$ cat config.mk
export PLATFORM = sky130hd
export DESIGN_NAME = pver_addr
export DESIGN_NICKNAME = d
export VERILOG_FILES = /design/src/sv/pver_pkg.sv /design/src/sv/pver_addr.sv
export SDC_FILE = /design/constraint.sdc
export NUM_CORES = 2
export LEC_CHECK = 0
export BUFFER_PORTS_ARGS = -buffer_cell sky130_fd_sc_hd__buf_4
export CAP_MARGIN = 5
export CORE_ASPECT_RATIO = 2
export CORE_MARGIN = 2
export CORE_UTILIZATION = 40
export CTS_BUF_LIST = sky130_fd_sc_hd__clkbuf_8
export DETAILED_ROUTE_END_ITERATION = 12
export PLACE_DENSITY = 0.61
export SYNTH_ARGS = -nofsm -noshare
export SYNTH_HDL_FRONTEND = slang
export SYNTH_SLANG_ARGS = --single-unit
$ cat constraint.sdc
create_clock -name clk -period 8.9 [get_ports clk]
set_clock_uncertainty 0.2 [all_clocks]
set_input_delay 1.78 -clock clk [delete_from_list [all_inputs] [get_ports clk]]
set_output_delay 1.78 -clock clk [all_outputs]
set_load 0.005 [all_outputs]
$ cat src/sv/pver_pkg.sv
// Shared types and constants for the packed voxel entry reader.
package pver_pkg;

    localparam int COORD_W   = 10;
    localparam int EXT_W     = 11;
    localparam int BPE_W     = 5;
    localparam int COUNT_W   = 13;
    localparam int INDEX_W   = 12;
    localparam int WORD_BITS = 64;
    localparam int BIT_SEL_W = 6;      // log2 of WORD_BITS
    localparam int ENTRY_W   = 31;
    localparam int STATUS_W  = 2;
    localparam int LIN_W     = 33;
    localparam int BITADDR_W = 38;
    localparam int WADDR_W   = BITADDR_W - BIT_SEL_W;

    localparam int CFG_IDX_W  = 3;
    localparam int CFG_DATA_W = 13;

    // Configuration register indexes
    localparam logic [CFG_IDX_W-1:0] REG_SIZE_X     = 3'd0;
    localparam logic [CFG_IDX_W-1:0] REG_SIZE_Y     = 3'd1;
    localparam logic [CFG_IDX_W-1:0] REG_SIZE_Z     = 3'd2;
    localparam logic [CFG_IDX_W-1:0] REG_BITS_ENTRY = 3'd3;
    localparam logic [CFG_IDX_W-1:0] REG_WORD_COUNT = 3'd4;

    // Status codes
    localparam logic [STATUS_W-1:0] ST_OK    = 2'd0;
    localparam logic [STATUS_W-1:0] ST_COORD = 2'd1;
    localparam logic [STATUS_W-1:0] ST_LIMIT = 2'd2;

    localparam logic MODE_LOAD   = 1'b0;
    localparam logic MODE_LOOKUP = 1'b1;

    typedef struct packed {
        logic                   mode;
        logic [INDEX_W-1:0]     word_index;
        logic [WORD_BITS-1:0]   word_data;
        logic [COORD_W-1:0]     coord_x;
        logic [COORD_W-1:0]     coord_y;
        logic [COORD_W-1:0]     coord_z;
    } pver_in_t;

    typedef struct packed {
        logic [ENTRY_W-1:0]     entry_value;
        logic [STATUS_W-1:0]    status;
    } pver_out_t;

    // Effective configuration after clamping
    typedef struct packed {
        logic [EXT_W-1:0]       sx;
        logic [EXT_W-1:0]       sy;
        logic [EXT_W-1:0]       sz;
        logic [BPE_W-1:0]       width;
        logic [COUNT_W-1:0]     limit;
    } pver_cfg_t;

    // Lookup descriptor handed from address stage to store and on to extraction
    typedef struct packed {
        logic                   valid;
        logic [STATUS_W-1:0]    status;
        logic [BIT_SEL_W-1:0]   shift;
        logic [BPE_W-1:0]       width;
    } pver_req_t;

endpackage

$ cat src/sv/pver_addr.sv
// Address pipeline: linear index, bit address, word address and limit check.
module pver_addr
    import pver_pkg::*;
#(
    parameter int STORE_WORDS = 4096
)
(
    input  logic                              clk,
    input  logic                              rst_n,
    input  logic                              go,
    input  logic [COORD_W-1:0]                coord_x,
    input  logic [COORD_W-1:0]                coord_y,
    input  logic [COORD_W-1:0]                coord_z,
    input  pver_cfg_t                         cfg,
    output pver_req_t                         req,
    output logic [$clog2(STORE_WORDS)-1:0]    word_addr,
    output logic                              active
);

    localparam int AW = $clog2(STORE_WORDS);

    // stage 1: partial products
    logic                   v1_reg;
    logic                   err1_reg;
    logic [2*EXT_W-2:0]     ysx1_reg;
    logic [2*EXT_W-2:0]     zsx1_reg;
    logic [COORD_W-1:0]     x1_reg;
    // stage 2: linear index
    logic                   v2_reg;
    logic                   err2_reg;
    logic [LIN_W-1:0]       lin2_reg;
    // stage 3: bit address
    logic                   v3_reg;
    logic                   err3_reg;
    logic [BITADDR_W-1:0]   bit3_reg;

    logic                   coord_err;
    logic [LIN_W-2:0]       prod2;
    logic [LIN_W-1:0]       lin_next;
    logic [BITADDR_W-1:0]   end_bit;
    logic [WADDR_W-1:0]     last_word;
    logic                   over_limit;

    assign coord_err = ({1'b0, coord_x} >= cfg.sx) || ({1'b0, coord_y} >= cfg.sy)
                    || ({1'b0, coord_z} >= cfg.sz);

    assign prod2    = ysx1_reg * cfg.sz;
    assign lin_next = LIN_W'(prod2) + LIN_W'(zsx1_reg) + LIN_W'(x1_reg);

    always_ff @(posedge clk or negedge rst_n)
    begin
        if (!rst_n)
        begin
            v1_reg <= 1'b0;
            v2_reg <= 1'b0;
            v3_reg <= 1'b0;
        end
        else
        begin
            v1_reg <= go;
            v2_reg <= v1_reg;
            v3_reg <= v2_reg;
        end
    end

    always_ff @(posedge clk)
    begin
        err1_reg <= coord_err;
        ysx1_reg <= coord_y * cfg.sx;
        zsx1_reg <= coord_z * cfg.sx;
        x1_reg   <= coord_x;
        err2_reg <= err1_reg;
        lin2_reg <= lin_next;
        err3_reg <= err2_reg;
        bit3_reg <= lin2_reg * cfg.width;
    end

    // last word the entry touches
    assign end_bit    = bit3_reg + BITADDR_W'(cfg.width) - BITADDR_W'(1);
    assign last_word  = end_bit[BITADDR_W-1:BIT_SEL_W];
    assign over_limit = last_word >= WADDR_W'(cfg.limit);

    always_comb
    begin
        req.valid = v3_reg;
        req.shift = bit3_reg[BIT_SEL_W-1:0];
        req.width = cfg.width;
        if (err3_reg)
            req.status = ST_COORD;
        else if (over_limit)
            req.status = ST_LIMIT;
        else
            req.status = ST_OK;
    end

    // in range whenever status is ok, since limit never exceeds STORE_WORDS
    assign word_addr = bit3_reg[BIT_SEL_W+AW-1:BIT_SEL_W];
    assign active    = v1_reg | v2_reg | v3_reg;

endmodule

## After elaboration in Yosys (flattened, before gate mapping)

Index checks and enable logic that the tools add are counted.

- $add $sub $neg: 4
- Bitwise logic cells: 2
- $mul: 4
- Reductions and logical operators: 2
- Magnitude comparators: 4
- Multiplexer cells: 2

Operators with widths:

| cell | count |
|---|---|
| $mul 10x11->21 | 2 |
| $add 38x5->38 | 1 |
| $mul 33x5->38 | 1 |
| $sub 38x1->38 const B | 1 |
| $add 32x21->33 | 1 |
| $add 33x10->33 | 1 |
| $ge 10x11->1 | 3 |
| $ge 32x13->1 | 1 |
| $mul 21x11->32 | 1 |
| $mux 2 | 2 |
| $logic_or 1x1->1 | 2 |
| $or 1x1->1 | 2 |

- Bits of input ports: 84
- Output and inout port bits: 27
- Logic and storage cells: 29
- Flip-flop bits (word level): 129

## Depth between registers and ports, before layout

- Depth after elaboration: 5
- Mapped depth: 25
- Depth with buffers taken out: 24

## Worst setup path before layout

No wires, ideal clock.

- Kind: input-to-reg
- Start point: input port cfg[18] (netlist name)
- End point: register lin2_reg[32]
- Cell stages on the path: 23
- Buffers on the path: 1
- Data arrival time: 7134 ps
- Data required time: 8582 ps
- Setup time: 118 ps
- Path slack: 1448 ps
- Cells stage by stage: clkbuf_1 and2_1 fa_1 inv_1 fa_1 inv_1 fa_1 fa_1 inv_1 fa_1 inv_1 ha_1 o21ai_1 a211oi_1 a211o_1 a211oi_1 o31ai_1 a31o_1 a21oi_1 nor2b_1 o21a_1 o41a_1 xor2_1

- Longest elaborated chain between the ends: 3

Ends and longest elaborated chain:

| element | line | text |
|---|---|---|
| start: declaration | pver_addr.sv:14 | `input pver_cfg_t cfg,` |
| $mul 21x11->32 | pver_addr.sv:47 | `assign prod2 = ysx1_reg * cfg.sz;` |
| $add 32x21->33 | pver_addr.sv:48 | `assign lin_next = LIN_W'(prod2) + LIN_W'(zsx1_reg) + LIN_W'(x1_reg);` |
| $add 33x10->33 | pver_addr.sv:48 |  |
| net lin_next[32] | pver_addr.sv:39 | `logic [LIN_W-1:0] lin_next;` |
| end signal: assignment | pver_addr.sv:73 | `lin2_reg <= lin_next;` |
| end: declaration | pver_addr.sv:31 | `logic [LIN_W-1:0] lin2_reg;` |

The timed path passes the listed nets, and every way through them passes these cells.

==> key figures <==
STA
  • Final hold vios: 0
  • Rel. slew slack: 48.3%
  • Tmin final: 8120 ps
  • Worst Max-Slew Pin Slew: 770 ps
  • Max Clock Freq: 123 MHz
  • Post-route setup TNS: 0 ps
  • RSZ-0062 raised after global routing: false
  • Slew Viols, Final: 0
  • Final Setup Violations: 0
  • Final period util: 91.2%

Clock network
  • Clock sinks: 129
  • Gates resized, CTS repair: 0
  • Root Buffer: clkbuf_8
  • Clk pin slew, worst setup/hold paths: 90 ps
  • Maximum root-to-sink buffer count: 2
  • CTS Buf Count: 17
  • Post-CTS Setup Inserts: 0
  • Clk Latency, worst-skew pair: 500 ps
  • Post-CTS Hold Fix Bufs: 0
  • H-tree depth: 4
  • CTS tree: done

Cells and area
  • Post-layout nets: 3851
  • Fillers: 6403
  • Most frequent cells in the layout: inv_1 (631), nand2_1 (435), fa_1 (435)
  • Commonest non-fill, non-tap cell in the layout: inv_1
  • Seq. cell area: 2600 µm²
  • Design Area, Final: 27500 µm²
  • Max reg flops: 38
  • Share of cells above drive strength 1: 5.13%
  • Area of the multi-input gates: 20300 µm²
  • Final core occ: 43.1%
  • P&R area growth vs syn: 6.48%

Worst setup path
  • Crit path launch type: primary input
  • Crit-path cells: buf_4 > inv_1 > ha_1 > inv_1 > ha_1 > o21ai_0 > nand2b_1 > nand3b_1 > a31oi_1 > o211ai_1 > a21boi_1 > nor2_1 > nor2b_1 > nor2_1 > xnor2_1 > ha_1 > a21o_1 > a22o_1 > a211oi_1 > nand4_1 > nor4_1 > a41oi_1 > buf_4
  • Crit-path max cell delay: 470 ps
  • Slowest-stage cell, CP: nor4_1
  • R2R Setup Slk: 2180 ps
  • CP most frequent cell: ha_1
  • Critical path class: primary input to primary output
  • Reg-to-reg endpoint: lin2_reg[32]
  • Critical Path RT: 6920 ps
  • CP Capture Type: primary output
  • Worst r2r path cells: 22
  • Crit Path Max Fanout: 5
  • Arr. time, crit path: 6140 ps
  • Worst r2r src: ysx1_reg[7]

Drt
  • DR DRC count: 0
  • DRT antenna net count: 0
  • Iter 0 DRT Violations: 486
  • Vias: 19200
  • WL final: 58900 µm
  • Routed WL per cell: 15.4 µm
  • DR vias/cell: 5.04
  • First-pass DRT Iterations: 8

Synthesis
  • Yosys warns: 0
  • Post-synthesis register bit count: 129
  • Synthesized area: 25800 µm²
  • Avg Inst Size Synth: 8.60 µm²
  • Main area contributors after synthesis: fa_1 (34%), ha_1 (16%), dfxtp_1 (9.8%)
  • Area share of the largest cell type after synthesis: 33.7%
  • Post-synth EDFFs: 0
  • Async SR Flop Fraction: 2.33%
  • Synth area leader: fa_1
  • Distinct cells, synth: 66
  • Mapped Cells: 3005
  • Post-Syn Nets: 3850
  • Synth Flop Type: dfxtp_1
  • Seq/Total Area, Yosys: 10.1%

Min path
  • Hold wc startpoint: err1_reg
  • Hold depth: 0
  • Worst Hold Endpoint: err2_reg
  • Hold crit path type: flip-flop to flip-flop

GRT
  • Initial antenna violation count: 1
  • Grt total ovfl: 0
  • First-pass GRT wire length: 99600 µm
  • All-Layer GR Usage: 18.7%
  • Vias in the first global route: 21100
  • Largest net degree at the start of global routing: 36

Floorplanning
  • Die Width: 184 µm
  • Core area: 63800 µm²
  • Initial Util: 40.5%
  • Cell Rows: 131
  • Top Ports: 111
  • Die area: 66700 µm²
  • Die height: 363 µm

Outcome
  • Status: finished clean

Flow run
  • Max Cap Viol: 0

Placement
  • Dpl cell area: 27100 µm²
  • Port-buffer cells: 110
  • Dpl hpwl: 51200 µm
  • RePlAce Congestion: 0.849
[synth_stat cells (all sizes together) (17+ instances only)]
library cell	instances
o21bai	17
a21o	56
clkbuf	107
nand3	19
nor2	92
o21ai	46
a211oi	19
nand2	435
a21oi	100
and2	225
fa	435
o21a	38
dfxtp	126
buf	26
nor3	31
xnor2	69
inv	632
xor2	38
nand4	17
ha	326
[worst max path at each step]
stage                        from            to  cells past startpoint  slack (ps)
after floorplan           cfg[18]  lin2_reg[32]                     23        1450
after global placement    cfg[17]       req[12]                     23         770
after detailed placement  cfg[17]       req[12]                     23         710
after CTS                 cfg[17]       req[12]                     23         680
after global routing      cfg[17]       req[12]                     23         420
final                     cfg[17]       req[12]                     23         780
[area by class of cell]
class,count,area share [%]
Multi-Input combinational cell,2109,73.7
Sequential cell,129,9.44
Inverter,634,8.65
Tap cell,798,3.63
Timing Repair Buffer,115,3.14
Clock buffer,18,0.901
Clock inverter,14,0.564
Antenna cell,1,0.00910
[metrics by stage]
step                      instances  setup WS, ps  hold slack, ps
after CTS                      3817           681             158
after global placement         3785           775             135
after floorplan                3005          1450             110
after global routing           3818           419             159
final                          3818           781             153
after detailed placement       3785           712             144
[critical path, delay by kind of cell]
family	cells	cell delay (ps)
adder cells (fa/ha/maj)	3	830
AND/OR/NAND/NOR	7	1100
XOR/XNOR	1	120
AO/OA/AOI/OAI	8	1800
buffers and inverters	4	510
[routing by layer]
| layer | track usage, % | part of all wire [%] | wire length, µm |
|---|---|---|---|
| met1 | 17.6 | 35 | 20800 |
| met4 | 9.65 | 5.0 | 2980 |
| met5 | 0 | 0 | 0 |
| met2 | 38.7 | 58 | 33900 |
| met3 | 1.63 | 2.1 | 1270 |
[kinds of logic after synthesis]
family	after synthesis	share of synthesized area (%)
simple gates	894	16.4
buf+inv	767	11.5
fa+ha+maj	761	49.5
compound gates	345	8.81
flops	129	10.1
xor+xnor	107	3.63
mux	2	0.0775
Power is not shown: default switching activity piles up to over one toggle a cycle in this logic, so the estimate is an artifact.
